`src/sv/sse_pkg.sv`:
```
// Shared types and constants for the sorted set engine.
// Used by sse_ctrl, sse_datapath and sorted_set_engine; depends on nothing.
`default_nettype none

package sse_pkg;

    localparam int CAPACITY = 16;
    localparam int KEY_W    = 16;
    localparam int CNT_W    = $clog2(CAPACITY + 1);
    localparam int OUT_CNT_W = 5;
    localparam int REQ_W    = 2;
    localparam int S_DATA_W = 16;
    localparam int M_DATA_W = 8;

    typedef enum logic [REQ_W-1:0] {
        REQ_INSERT = 2'd0,
        REQ_DELETE = 2'd1,
        REQ_SEARCH = 2'd2,
        REQ_NONE   = 2'd3
    } req_type_t;

    // Commands from the controller to the datapath.
    typedef struct packed {
        logic load;   // capture the incoming request
        logic exec;   // apply the captured request and load the result register
    } sse_cmd_t;

endpackage

`default_nettype wire

```
`src/sv/sse_datapath.sv`:
```
// Datapath of the sorted set engine: request register, the row of key cells
// with parallel compare and shift, the entry count and the result register.
// Depends on sse_pkg.
`default_nettype none

module sse_datapath (
    input  wire logic                          clk,
    input  wire logic                          rst_n,
    input  wire sse_pkg::sse_cmd_t             cmd,
    input  wire logic [sse_pkg::REQ_W-1:0]     req_type,
    input  wire logic [sse_pkg::KEY_W-1:0]     key,
    output logic                               success,
    output logic                               full_reject,
    output logic [sse_pkg::OUT_CNT_W-1:0]      entry_count
);

    logic [sse_pkg::REQ_W-1:0]    op_reg;
    logic [sse_pkg::KEY_W-1:0]    key_reg;
    logic [sse_pkg::KEY_W-1:0]    keys_reg [sse_pkg::CAPACITY];
    logic [sse_pkg::CNT_W-1:0]    count_reg;
    logic [sse_pkg::CNT_W-1:0]    count_next;
    logic                         success_reg;
    logic                         full_reject_reg;
    logic [sse_pkg::OUT_CNT_W-1:0] entry_count_reg;

    logic [sse_pkg::CAPACITY-1:0] lt;
    logic [sse_pkg::CAPACITY-1:0] eq;
    logic                         hit;
    logic                         is_full;
    logic                         do_ins;
    logic                         do_del;

    always_ff @(posedge clk)
    begin
        if (cmd.load)
        begin
            op_reg  <= req_type;
            key_reg <= key;
        end
    end

    // Every cell compares against the request key at once. Since the held keys
    // are ascending, lt forms a run of ones from cell 0 up to the key's position.
    genvar gi;
    generate
        for (gi = 0; gi < sse_pkg::CAPACITY; gi++)
        begin : g_cmp
            logic valid;
            assign valid  = sse_pkg::CNT_W'(gi) < count_reg;
            assign lt[gi] = valid && (keys_reg[gi] < key_reg);
            assign eq[gi] = valid && (keys_reg[gi] == key_reg);
        end
    endgenerate

    assign hit     = |eq;
    assign is_full = count_reg == sse_pkg::CNT_W'(sse_pkg::CAPACITY);
    assign do_ins  = (op_reg == sse_pkg::REQ_INSERT) && !hit && !is_full;
    assign do_del  = (op_reg == sse_pkg::REQ_DELETE) && hit;

    always_comb
    begin
        count_next = count_reg;
        if (do_ins)
        begin
            count_next = count_reg + sse_pkg::CNT_W'(1);
        end
        else if (do_del)
        begin
            count_next = count_reg - sse_pkg::CNT_W'(1);
        end
    end

    // Insert opens a gap at the key's position by moving the upper cells up;
    // delete closes it by moving them down. Cells below the position keep.
    generate
        for (gi = 0; gi < sse_pkg::CAPACITY; gi++)
        begin : g_cell
            always_ff @(posedge clk)
            begin
                if (cmd.exec && !lt[gi])
                begin
                    if (do_ins)
                    begin
                        if (gi == 0)
                        begin
                            keys_reg[gi] <= key_reg;
                        end
                        else if (lt[(gi == 0) ? 0 : gi - 1])
                        begin
                            keys_reg[gi] <= key_reg;
                        end
                        else
                        begin
                            keys_reg[gi] <= keys_reg[(gi == 0) ? 0 : gi - 1];
                        end
                    end
                    else if (do_del && (gi < sse_pkg::CAPACITY - 1))
                    begin
                        keys_reg[gi] <= keys_reg[(gi < sse_pkg::CAPACITY - 1) ? gi + 1 : gi];
                    end
                end
            end
        end
    endgenerate

    always_ff @(posedge clk or negedge rst_n)
    begin
        if (!rst_n)
        begin
            count_reg <= '0;
        end
        else if (cmd.exec)
        begin
            count_reg <= count_next;
        end
    end

    always_ff @(posedge clk)
    begin
        if (cmd.exec)
        begin
            success_reg     <= do_ins || do_del ||
                               ((op_reg == sse_pkg::REQ_SEARCH) && hit);
            full_reject_reg <= (op_reg == sse_pkg::REQ_INSERT) && !hit && is_full;
            entry_count_reg <= sse_pkg::OUT_CNT_W'(count_next);
        end
    end

    assign success     = success_reg;
    assign full_reject = full_reject_reg;
    assign entry_count = entry_count_reg;

endmodule

`default_nettype wire

```
`src/sv/sse_ctrl.sv`:
```
// Controller of the sorted set engine: request handshake, execute step and
// the valid flag of the result register. Depends on sse_pkg.
`default_nettype none

module sse_ctrl (
    input  wire logic               clk,
    input  wire logic               rst_n,
    input  wire logic               s_tvalid,
    output logic                    s_tready,
    output logic                    m_tvalid,
    input  wire logic               m_tready,
    output sse_pkg::sse_cmd_t       cmd
);

    typedef enum logic {
        ST_IDLE,
        ST_EXEC
    } state_t;

    state_t state_reg;
    logic   m_tvalid_reg;
    logic   slot_free;

    // The result register may be refilled in the same cycle it is drained.
    assign slot_free = !m_tvalid_reg || m_tready;
    assign s_tready  = (state_reg == ST_IDLE);
    assign cmd.load  = (state_reg == ST_IDLE) && s_tvalid;
    assign cmd.exec  = (state_reg == ST_EXEC) && slot_free;
    assign m_tvalid  = m_tvalid_reg;

    always_ff @(posedge clk or negedge rst_n)
    begin
        if (!rst_n)
        begin
            state_reg    <= ST_IDLE;
            m_tvalid_reg <= 1'b0;
        end
        else
        begin
            unique case (state_reg)
                ST_IDLE:
                begin
                    if (s_tvalid)
                    begin
                        state_reg <= ST_EXEC;
                    end
                end
                ST_EXEC:
                begin
                    if (slot_free)
                    begin
                        state_reg <= ST_IDLE;
                    end
                end
                default:
                begin
                    state_reg <= ST_IDLE;
                end
            endcase

            if (cmd.exec)
            begin
                m_tvalid_reg <= 1'b1;
            end
            else if (m_tready)
            begin
                m_tvalid_reg <= 1'b0;
            end
        end
    end

endmodule

`default_nettype wire

```
`src/sv/sorted_set_engine.sv`:
```
// Top level of the sorted set engine: ties the controller to the datapath.
// Depends on sse_pkg, sse_ctrl and sse_datapath.
//
// Usage:
//   Requests enter on the slave stream: s_tuser carries the request type
//   (insert, delete, search) and s_tdata the key. A request is taken at an
//   edge where s_tvalid and s_tready are both high.
//   Each request gives exactly one result on the master stream: m_tdata
//   holds the success bit, the full flag and the entry count after the
//   request. The result leaves when m_tvalid and m_tready are both high.
//   The request is captured in the idle state; the result becomes valid at
//   the execute step that follows, in which all key cells compare in
//   parallel and shift. A new request is only taken once that execute step
//   is done. The next request is taken while a result waits in the output
//   register; if the receiver stalls, the execute step waits until the
//   output register can be refilled, and s_tready stays low meanwhile.
//   Reset empties the set (count zero) and drops any pending result; key
//   cells are not cleared, since only cells below the count are ever used.
`default_nettype none

module sorted_set_engine (
    input  wire logic                          clk,
    input  wire logic                          rst_n,
    input  wire logic                          s_tvalid,
    output logic                               s_tready,
    input  wire logic [sse_pkg::S_DATA_W-1:0]  s_tdata,   // [15:0] key
    input  wire logic [sse_pkg::REQ_W-1:0]     s_tuser,   // [1:0] req_type
    output logic                               m_tvalid,
    input  wire logic                          m_tready,
    output logic [sse_pkg::M_DATA_W-1:0]       m_tdata    // [0] success, [1] full_reject,
                                                          // [6:2] entry_count, [7] zero
);

    sse_pkg::sse_cmd_t                cmd;
    logic                             success;
    logic                             full_reject;
    logic [sse_pkg::OUT_CNT_W-1:0]    entry_count;

    sse_ctrl u_ctrl (
        .clk      (clk),
        .rst_n    (rst_n),
        .s_tvalid (s_tvalid),
        .s_tready (s_tready),
        .m_tvalid (m_tvalid),
        .m_tready (m_tready),
        .cmd      (cmd)
    );

    sse_datapath u_datapath (
        .clk         (clk),
        .rst_n       (rst_n),
        .cmd         (cmd),
        .req_type    (s_tuser),
        .key         (s_tdata[sse_pkg::KEY_W-1:0]),
        .success     (success),
        .full_reject (full_reject),
        .entry_count (entry_count)
    );

    assign m_tdata = {1'b0, entry_count, full_reject, success};

endmodule

`default_nettype wire
```
`config.mk`:
```
export PLATFORM = sky130hd
export DESIGN_NAME = sorted_set_engine
export DESIGN_NICKNAME = d
export VERILOG_FILES = /design/src/sv/sse_pkg.sv /design/src/sv/sse_datapath.sv /design/src/sv/sse_ctrl.sv /design/src/sv/sorted_set_engine.sv
export SDC_FILE = /design/constraint.sdc
export NUM_CORES = 1
export LEC_CHECK = 0
export ABC_AREA = 1
export CAP_MARGIN = 30
export CELL_PAD_IN_SITES_DETAIL_PLACEMENT = 0
export CELL_PAD_IN_SITES_GLOBAL_PLACEMENT = 1
export CORE_MARGIN = 1
export CORE_UTILIZATION = 45
export DETAILED_ROUTE_END_ITERATION = 6
export DONT_BUFFER_PORTS = 1
export HOLD_SLACK_MARGIN = 0.03
export PLACE_DENSITY_LB_ADDON = 0.08
export SYNTH_ARGS = -nofsm -noshare
export SYNTH_HDL_FRONTEND = slang
export SYNTH_HIERARCHICAL = 1
export SYNTH_SLANG_ARGS = --single-unit
```
`constraint.sdc`:
```
create_clock -name clk -period 11.8 [get_ports clk]
set_clock_uncertainty 0.2 [all_clocks]
set_input_delay 1.77 -clock clk [delete_from_list [all_inputs] [get_ports clk]]
set_output_delay 1.77 -clock clk [all_outputs]
set_load 0.005 [all_outputs]
```
---- After elaboration in Yosys (flattened, before gate mapping) ----
Memory sizes are Yosys's and may differ from the RTL's.
Index checks and enable logic that the tools add are counted.
cells by class
  mux-type cells .......................... 192
  order comparisons ....................... 32
  bitwise gates (word level) .............. 31
  equal/unequal tests ..................... 19
  reductions and logical operators ........ 80
  add/sub/neg operators ................... 2
operators by type and width
  operator             count
  $mux 16              30
  $eq 16x16->1         16
  $lt 16x16->1         16
  $mux 1               159
  $logic_and 1x1->1    55
  $lt 4x5->1 const A   8
  $or 1x1->1           30
  $lt 3x5->1 const A   4
  $logic_not 1->1      19
  $reduce_or 16->1     1
  $lt 1x5->1 const A   2
  $lt 2x5->1 const A   2
  $mux 5               2
  $add 5x1->5 const B  1
  $eq 5x5->1 const B   1
  $sub 5x1->5 const B  1
  $logic_or 1x1->1     3
  $eq 2x1->1 const B   1
  $eq 2x2->1 const B   1
  $logic_not 2->1      1
  $pmux 1 s2           1
  $reduce_bool 2->1    1
  $not 1->1            1
word-level totals
  word-level logic and storage cells ...... 365
  output and inout bits ................... 10
  bits of input ports ..................... 22
  memories kept ........................... 1
  bits in registers ....................... 32
  memory bits (writable) .................. 256
memories
  memory               words  width  rd ports  clocked after Yosys merged registers in  write ports  RTL line            source
  u_datapath.keys_reg  16     16     16        0                                        16           sse_datapath.sv:19  logic [sse_pkg::KEY_W-1:0] keys_reg [sse_pkg::CAPACITY];

---- Logic depth before layout (Yosys ltp) ----
Gate-level depths: netlist of run 1.
An unclocked memory read counts as a cell.
  depth in word-level cells ............... 12
  gate-level depth with buffers ........... 21

---- By module ----
The synthesis of run 1 kept the hierarchy.
by module, submodules not included
  module             area an instance (µm²)  times used  sequential area each (µm²)  cells each
  sse_datapath       22457.8                 1           8563.2                      2958
  sse_ctrl           92.6                    1           50.0                        11
  sorted_set_engine  26.3                    1           0.0                         4

---- Least setup slack after synthesis of run 1 ----
OpenSTA, ideal clock, no wires.
  path type ............................... in2reg
  start point ............................. input port m_tready
  end point ............................... memory u_datapath/keys_reg[0][32] (netlist name) (enable)
  data required time ...................... 11212 ps
  path buffers ............................ 2
  arrival time ............................ 4005 ps
  setup time .............................. 388 ps
  setup slack ............................. 7207 ps
  stages .................................. 8
  cells stage by stage .................... inv_1 -> a21oi_2 -> inv_1 -> clkbuf_1 -> nor2_1 -> inv_1 -> clkbuf_1 -> nor2_1
RTL lines
  item                RTL line                 source
  start: declaration  sorted_set_engine.sv:29  input wire logic m_tready,
  end: declaration    sse_datapath.sv:19

==> results of run 1 <==
worst min-delay path by stage:
stage / from / end / slack (ns) / cells after the start
global route: u_ctrl/state_reg / u_ctrl/state_reg / 0.37 / 2
finish: u_ctrl/state_reg / u_ctrl/state_reg / 0.34 / 2
detailed placement: u_ctrl/state_reg / u_ctrl/state_reg / 0.32 / 2
global placement: u_ctrl/state_reg / u_ctrl/m_tvalid / 0.30 / 2
floorplan: u_ctrl/state_reg / u_ctrl/m_tvalid / 0.28 / 2
CTS: u_ctrl/state_reg / u_ctrl/state_reg / 0.33 / 2
placed cells by master, fill, tap and decap left out, types with 11 or more instances in the layout:
cell type | Yosys | routed
nand2_1 | 859 | 859
ha_1 | 260 | 260
nor2_2 | 14 | 15
clkbuf_16 | 0 | 39
nand4_1 | 33 | 33
o21ai_0 | 242 | 242
a21oi_1 | 144 | 143
inv_1 | 315 | 315
nand3_1 | 444 | 444
edfxtp_1 | 281 | 281
inv_2 | 16 | 16
o211ai_1 | 11 | 11
nor2_1 | 148 | 147
buf_4 | 21 | 42
through the flow:
stage	hold slack [ns]	power [mW]	util	setup WS [ns]
CTS	0.335	3.18	0.494	6.46
global placement	0.302	2.03	0.469	6.36
floorplan	0.284	1.79	-	7.21
detailed placement	0.320	2.05	0.471	6.39
global route	0.368	3.31	0.495	6.10
finish	0.345	3.18	0.495	6.40
final cells by class:
class / instances / area, um^2
Timing Repair Buffer: 48 / 419
Fill cell: 4941 / 24900
Sequential cell: 288 / 8610
Clock inverter: 17 / 156
Inverter: 334 / 1250
Clock buffer: 44 / 995
Tap cell: 664 / 831
Multi-Input combinational cell: 2217 / 12100
metal layers:
metal | share of wire | vias up | routed length, um | global-route usage
li1 | - | 9931 | - | -
met1 | 0.45 | 10100 | 38700 | 0.490
met2 | 0.42 | 1020 | 36200 | 0.493
met3 | 0.093 | 173 | 8010 | 0.0654
met4 | 0.033 | 0 | 2820 | 0.110
met5 | 0 | - | 0 | 0
cell families (layout without fill, tap and decap cells):
group	Yosys count	after routing
other	1	1
XOR/XNOR	6	6
buffers and inverters	468	443
adder cells (fa/ha/maj)	260	260
flip-flops	288	288
AND/OR/NAND/NOR	1528	1528
AO/OA/AOI/OAI	422	422
power by group through the flow:
stage | Combinational [mW] | Sequential, mW | Clock (mW)
floorplan | 0.526 | 1.27 | 0
global placement | 0.712 | 1.32 | 0
detailed placement | 0.739 | 1.32 | 0
CTS | 0.742 | 1.30 | 1.14
global route | 0.841 | 1.30 | 1.17
finish | 0.757 | 1.30 | 1.12
worst max-delay path: stages, from the launching register on:
cell and delay [ns]:
edfxtp_1 0.40, inv_1 0.55, buf_4 0.49, ha_1 0.32, nand2_1 0.07, nor2_1 0.04
nand2_1 0.07, nor2_1 0.05, nand2_1 0.08, nand2_1 0.11, nor2_1 0.11, nand2_1 0.12
nor2_4 0.31, nand3_4 0.39, nor2_2 0.67, a21oi_2 0.38, nand2_1 0.63
==> impl_results.md, run 1 <==
- Status: finished, final reports clean
- Ys async rst share: 0.0243
- Flop-to-flop setup slack: ~6.4 ns
- Via count: 21200
- Simple-gate share of the synthesized area: 0.291
- Cell area after layout: 0.0244 mm^2
- Reg-to-reg endpoint: u_datapath/keys_reg[1][2]
- Reg2Reg Launch Point: u_datapath/key_reg[9]
- Total die area: about 0.051 mm^2
- Syn_area_per_cell: 7.59 um^2
- Final TNS setup: 0 ns
- Critical Path Start Type: flop
- Ports: 32
- Post-synth EDFFs: 281
- Multiplexer area fraction after synthesis: 0
- Count leader, synth: nand2_1
- Nets: 3208
- Total of max-cap violations: 0
- H-tree Lvls: 2
- CTS root buf: clkbuf_16
- Clock power frac: 0.354
- Worst setup path endpoint: u_datapath/keys_reg[1][2]
- WL final: 85800 um
- Reg clk slew, reported paths: 0.06 ns
- Chip width: 226 um
- Final hold viol count: 0
- PD cells: approximately 130 mW/mm^2
- Ys flop type: edfxtp_1
- Grt total ovfl: 0
- Share of cells above drive strength 1: 0.0529
- Cell taking the most area after synthesis: edfxtp_1
- Total GRT Usage: 0.336
- Sw Share: 0.341
- Largest family of logic cells by synthesized area: simple AND/OR/NAND/NOR gates
- Post-Syn Nets: 3255
- Starting Density: 0.458
- Post-Place Cells: around 3600
- Reg2Reg Depth: 16
- CTS sink count: about 290
- Final min period: ~5.4 ns
- Mapped Area: 0.0226 mm^2
- RSZ-0062 raised after global routing: false
- Sw Pwr: 1.08 mW
- Fin cells: 3612
- Vias/cell: 5.87
- P_leak: 11.0 nW
- CTS tree: yes
- Synth top area cells: edfxtp_1 37%, ha_1 14%, nand2_1 14%, nand3_1 9.8%, o21ai_0 5.4%
- Initial DRC Count: 2469
- Commonest cells in the netlist: 859 x nand2_1, 444 x nand3_1, 315 x inv_1
- DP Wirelength: 61600 um
- Critical setup path kind: reg -> reg
- Combinational Power Share: 0.238
- Worst EP arrival: 5.40 ns
- XOR/XNOR Fraction of Synth Area: 0.00233
- Post-synth top area share: 0.374
- Cts repair resizes: 0
- Sequential-to-total area share from yosys stat: 0.382
- DRT Pass-1 Iters: 6
- Port bufs: 0
- Synthesized-area fraction occupied by adder cells: 0.144
- CP Launch Point: u_datapath/key_reg[9]
- # hold bufs at CTS: 0
- Die height: between 200 and 250 um
- Drt wl/cell: around 24 um
- Post-CTS Setup Inserts: 0
- Area delta synth->final: 7.89%
- Max-slew violation count: 0
- Worst VDD drop: 0.0000948 V
- Global-route wire length before repair: 126000 um
- Antenna-violating nets left: 0
- Placed cell area: 0.0232 mm^2
- Yosys reg bits: 288
- Internal power: 2.10 mW
- Crit path required time: 11.80 ns
- Crit Path Max Fanout: 18
- Post-Syn Instances: 2973
- CTS Buffer Depth: 3
- Max reg flops: 256
- Max-slew headroom: 0.278
- TritonCTS Buffers: 37
- Sequential share of power: 0.408
- Synth Area in Compound Gates: 0.0977
- Core Area: 0.0493 mm^2
- Antenna Cells: 0
- Worst-skew pair later-pin latency: ~0.57 ns
- Synth unique cells: 46
- RePlAce Congestion: 0.923
- Max Fclk: 0.185 GHz
- Hold Crit Class: reg -> reg
- # setup viols final: 0
- Initial antenna violation count: 0
- Synth warn: 6
- Row count: 81
- Vias in the first global route: 19500
- Period Utilization, post-route: 0.458
- Setup crit end kind: flop
- Measured slew at the worst slew-check pin: 1.08 ns
- DR DRC count: 0
- Largest net degree at the start of global routing: 35
(Power assumes the default switching activity.)
==> inputs of run 2 (changes only) <==
- CORE_UTILIZATION: 45 -> 44
- clock period: 11.8 -> 4.6 ns (I/O delays scaled with it)
==> run 2 against run 1 <==
Compared with the run above:
- the run now ends with DRC left
- fmax rose by 26%
- highest routed layer unchanged
- sequential power grew to 2.5 times the previous value
- critical path type unchanged
- clock-buffer cell count stayed put
- clock power rose to 2.7 times the previous value
- via count decreased by 0.59%
==> impl_results.md, run 2 (synthesis results as in run 1) <==
- Status: finished, violations left
- Failing checks: DRC
- Hold Crit Class: in -> reg
- Vias/cell: 5.71
- Reg-to-reg endpoint: u_datapath/keys_reg[1][1]
- Combinational Power Share: 0.242
- Worst-skew pair later-pin latency: 0.57 ns
- Total GRT Usage: 0.317
- TritonCTS Buffers: 38
- Reg2Reg Launch Point: u_datapath/key_reg[11]
- Via count: 21100
- Total of max-cap violations: 0
- Row count: 82
- Internal power: around 5.5 mW
- Max reg flops: between 200 and 300
- CTS Buffer Depth: 3
- Hold path start: s_tvalid
- Total die area: 0.0522 mm^2
- Core Area: just over 0.05 mm^2
- Sw Share: 0.337
- RSZ-0062 raised after global routing: false
- Largest net degree at the start of global routing: 33
- Antenna-violating nets left: 0
- Period Utilization, post-route: 0.932
- Nets: roughly 3300
- Final min period: ~4.3 ns
- Starting Density: 0.448
- Cell area after layout: roughly 0.025 mm^2
- Critical setup path kind: reg -> reg
- Initial DRC Count: 2161
- Final TNS setup: 0 ns
- Chip width: 229 um
- DR DRC count: 2
- CTS sink count: about 290
- Setup crit end kind: flop
- DP Wirelength: 61600 um
- Measured slew at the worst slew-check pin: 0.803 ns
- P_leak: approximately 11 nW
- Max Fclk: 0.233 GHz
- Flop-to-flop setup slack: 0.31 ns
- RePlAce Congestion: 0.917
- Area delta synth->final: 11.0%
- Share of cells above drive strength 1: 0.0670
- Post-Place Cells: 3599
- Final hold viol count: 0
- Most common cell after layout, fill and taps aside: nand2_1
- WL final: about 84000 um
- Global-route wire length before repair: 124000 um
- Sw Pwr: 2.82 mW
- Fin cells: roughly 3700
- CTS tree: yes
- CTS root buf: clkbuf_16
- Max-slew violation count: 0
- Clock power frac: 0.362
- Post-CTS Setup Inserts: 0
- Die height: 229 um
- Reg2Reg Depth: 15
- Worst VDD drop: 0.000216 V
- Crit path required time: 4.60 ns
- Reg clk slew, reported paths: 0.06 ns
- Worst setup path endpoint: u_datapath/keys_reg[1][1]
- Max-slew headroom: 0.463
- Sequential share of power: 0.396
- Drt wl/cell: ~23 um
- DRT Pass-1 Iters: 7
- Vias in the first global route: 19800
- # setup viols final: 0
- Initial antenna violation count: 0
- PD cells: approximately 330 mW/mm^2
- Port bufs: 0
- Worst EP arrival: 4.29 ns
- Grt total ovfl: 0
- Placed cell area: 0.0236 mm^2
- H-tree Lvls: 2
- Critical Path Start Type: flop
- Crit Path Max Fanout: 30
- Ports: 32
- Commonest non-fill, non-tap cells in the layout: 859 x nand2_1, 444 x nand3_1, 315 x inv_1
- CP Launch Point: u_datapath/key_reg[11]
==> run 2: cell types whose count changed in the layout (fill, tap and decap cells not counted), sizes merged <==
cell	previous run	this run
diode	0	1
clkinvlp	0	1
inv	332	333
clkinv	16	20
buf	48	88
dlygate4sd3	0	19
bufinv	3	5
==> run 2: per-stage QoR <==
| step | hold WS (ns) | power (mW) | setup WS [ns] | utilization |
|---|---|---|---|---|
| 3_3_place_gp | 0.195 | 5.27 | 0.342 | 0.468 |
| 4_1_cts | 0.0330 | 8.38 | 0.300 | 0.497 |
| 6_report | 0.0596 | 8.36 | 0.314 | 0.497 |
| 5_1_grt | 0.0508 | 8.76 | 0.0724 | 0.497 |
| 2_1_floorplan | 0.194 | 4.60 | 0.396 | - |
| 3_5_place_dp | 0.195 | 5.33 | 0.303 | 0.469 |
==> run 2: final cells by class <==
class                   instances  area, um^2
well taps                     672         841
clock inverters                25         268
repair buffers                107        1000
diodes                          1        2.50
clock buffers                  44         973
multi-input cells            2217       12100
flip-flops and latches        288        8610
inverters                     334        1250
fillers                      4993       25300
==> run 2: metal layers <==
metal | vias up | part of all wire | GRT usage
li1 | 10100 | - | -
met1 | 9962 | 0.46 | 0.470
met2 | 887 | 0.42 | 0.458
met3 | 132 | 0.097 | 0.0692
met4 | 0 | 0.026 | 0.0906
met5 | - | 0 | 0
==> run 2: worst max-delay path, cell delays in order, from the launching register on <==
cell and delay [ns]:
edfxtp_1 0.40, inv_1 0.12, buf_12 0.28, ha_1 0.30
nand2_1 0.09, nor2_1 0.05, and2_1 0.20, nand2_1 0.19
nand2_1 0.07, nor2_1 0.26, nand2_1 0.19, nor2_4 0.17
nand3_4 0.19, buf_4 0.28, or3_1 0.36, nand2_1 0.51
==> run 2: how the worst min path moves through the flow <==
stage	end	slack, ns	cells after the start
after floorplan	u_ctrl/m_tvalid	0.19	0
after global placement	u_ctrl/state_reg	0.19	0
after detailed placement	u_ctrl/m_tvalid	0.19	0
after CTS	u_ctrl/state_reg	0.03	2
after global routing	u_ctrl/state_reg	0.05	2
final	u_ctrl/state_reg	0.06	2
==> run 2: repair_timing <==
action                                  4_1_cts  5_1_grt
hold endpoints to repair                     25        0
endpoints found under the setup margin        0       16
hold buffers                                 19        0
gates resized for setup                       0        1
==> run 2: power groups by stage <==
stage                     registers, mW  clock network (mW)  logic [mW]
after floorplan                    3.25                   0        1.35
after global placement             3.36                   0        1.92
after detailed placement           3.35                   0        1.97
after CTS                          3.30                3.08        2.00
after global routing               3.32                3.18        2.27
final                              3.31                3.03        2.02
==> inputs of run 3 (changes only) <==
- MAX_ROUTING_LAYER: not set -> met4
==> run 3 against run 2 <==
Compared with the run above:
- the flow now finishes without violations
- hold slack better by 0.0079 ns
- clock power is essentially flat
- register-to-register slack better by 0.07 ns
- power hardly changed
- design area is 0.12% lower
- first-iteration DRC count grew 4.4%
- fmax rose by 1.7%
- largest power group unchanged
- routed wire length grew 0.63%
- via count about the same
- sequential share of layout area is essentially flat
==> impl_results.md, run 3 (synthesis results as in run 1) <==
- Most used cell, CP: nand2_1
- Worst VDD drop: 0.000229 V
- Post-CTS Setup Inserts: 0
- Chip width: 229 um
- PD cells: around 330 mW/mm^2
- Drt wl/cell: 22.8 um
- DP Wirelength: 61900 um
- Nets: ~3300
- Crit-path slowest cell: clkinv_1
- Share of cells above drive strength 1: 0.0676
- Combinational Power Share: 0.243
- Antenna-violating nets left: 0
- Critical Path Start Type: flop
- Die height: 229 um
- Worst-skew pair later-pin latency: 0.58 ns
- Max-slew headroom: 0.343
- CTS tree: yes
- Final TNS setup: 0 ns
- Max Fclk: 0.237 GHz
- Global-route wire length before repair: 126000 um
- Multi-input logic area: around 0.012 mm^2
- DR DRC count: 0
- DRT Pass-1 Iters: 5
- Total power: between 8 and 9 mW
- Critical setup path kind: reg -> reg
- Row count: 82
- CP delay by family, top: buffers and inverters
- Period Utilization, post-route: 0.917
- Worst EP arrival: 4.32 ns
- Antenna Cells: 0
- # setup viols final: 0
- Initial DRC Count: 2256
- Sw Pwr: 2.85 mW
- Setup crit end kind: flop
- Area delta synth->final: 10.8%
- Max-slew violation count: 0
- Via count: between 20000 and 25000
- WL final: 84000 um
- Total of max-cap violations: 0
- Starting Density: 0.448
- Placed cell area: 0.0236 mm^2
- Filler cell count: just over 5000
- Commonest non-fill, non-tap cells in the layout: 859 x nand2_1, 444 x nand3_1, 315 x inv_1
- Hold WS: around 0.067 ns
- Vias in the first global route: 19800
- Port bufs: 0
- Ports: 32
- WP buf/inv: 4
- Core Area: a little over 0.05 mm^2
- P_leak: 11.4 nW
- Sequential share of power: 0.397
- RSZ-0062 raised after global routing: false
- Total GRT Usage: 0.329
- TritonCTS Buffers: 38
- Sw Share: 0.341
- Clock power frac: 0.360
- Final hold viol count: 0
- CTS root buf: clkbuf_16
- Total die area: roughly 0.052 mm^2
- H-tree Lvls: 2
- Initial antenna violation count: 0
- Vias/cell: 5.71
- Internal power: 5.50 mW
- Hold Crit Class: in -> reg
- Grt total ovfl: 0
- RePlAce Congestion: 0.945
- CTS Buffer Depth: 3
- Flop-to-flop setup slack: 0.38 ns
- Most common cell after layout, fill and taps aside: nand2_1
- Worst path max stage delay: 0.64 ns
- Measured slew at the worst slew-check pin: 0.985 ns
- Crit Path Max Fanout: 21
- Cell area after layout: 0.0250 mm^2
- CTS sink count: approximately 290
- Status: finished, final reports clean
- Final min period: 4.22 ns
- Reg clk slew, reported paths: 0.06 ns
- Largest net degree at the start of global routing: 33
- Flip-flop and latch area: 0.00861 mm^2
- Max reg flops: approximately 260
- Post-layout util: 0.497
- Critical path, cell by cell: inv_1 -> buf_4 -> ha_1 -> nand2_1 -> o21ai_0 -> a21oi_1 -> o211ai_1 -> nand2_1 -> clkinv_1 -> nand2_1 -> buf_4 -> o21ai_0
- Crit path required time: 4.70 ns
[run 3: cell types whose count changed in the layout (fill, tap and decap cells not counted), sizes merged]
| cell | previous run | this run |
|---|---|---|
| clkinv | 20 | 25 |
| buf | 88 | 92 |
| clkbuf | 44 | 42 |
| inv | 333 | 331 |
| bufinv | 5 | 4 |
| clkinvlp | 1 | 0 |
| diode | 1 | 0 |
[run 3: final cells by class]
class                           count  area share
Timing Repair Buffer              111      0.0398
Multi-Input combinational cell   2217       0.483
Sequential cell                   288       0.344
Inverter                          334      0.0501
Tap cell                          672      0.0336
Clock buffer                       42      0.0395
Clock inverter                     26     0.00960
[run 3: routing by layer]
metal | vias up | track usage | part of all wire
li1 | 10100 | - | -
met1 | 9940 | 0.492 | 0.47
met2 | 910 | 0.459 | 0.41
met3 | 143 | 0.0432 | 0.088
met4 | 0 | 0.0954 | 0.027
met5 | - | - | 0
[run 3: what timing repair did]
| item | 4_1_cts | 5_1_grt |
|---|---|---|
| hold buffers | 19 | 0 |
| gates resized for setup | 0 | 0 |
| hold endpoints to repair | 25 | 0 |
[run 3: power by group through the flow]
stage | Sequential, mW | Clock [mW] | Combinational (mW)
after CTS | 3.31 | 3.05 | 2.00
after global placement | 3.36 | 0 | 1.93
final | 3.31 | 3.01 | 2.03
after floorplan | 3.25 | 0 | 1.35
after global routing | 3.32 | 3.14 | 2.27
after detailed placement | 3.36 | 0 | 1.98
[run 3: final timing paths]
kind / cells after the start / start / endpoint
max in group asynchronous: 1 / rst_n / u_datapath/count_reg[3]
min reg2reg: 2 / u_ctrl/state_reg / u_ctrl/m_tvalid
min: 2 / s_tvalid / u_ctrl/state_reg
max reg2reg: 12 / u_datapath/key_reg[2] / u_datapath/keys_reg[0][12]
max: 12 / u_datapath/key_reg[2] / u_datapath/keys_reg[0][12]
min in group asynchronous: 1 / rst_n / u_datapath/count_reg[1]
[run 3: per-stage QoR]
step / instances / worst slack (ns)
after floorplan: 2973 / 0.396
after global placement: 3601 / 0.140
after detailed placement: 3603 / 0.459
after CTS: 3690 / 0.438
after global routing: 3690 / 0.0950
final: 3690 / 0.384
[run 3: worst register-to-register path, delay by kind of cell, from the launching register on]
family,cells,cell delay (ns)
AO/OA/AOI/OAI,4,0.53
adder cells (fa/ha/maj),1,0.28
buffers and inverters,4,1.36
flip-flops,1,0.50
AND/OR/NAND/NOR,3,1.09
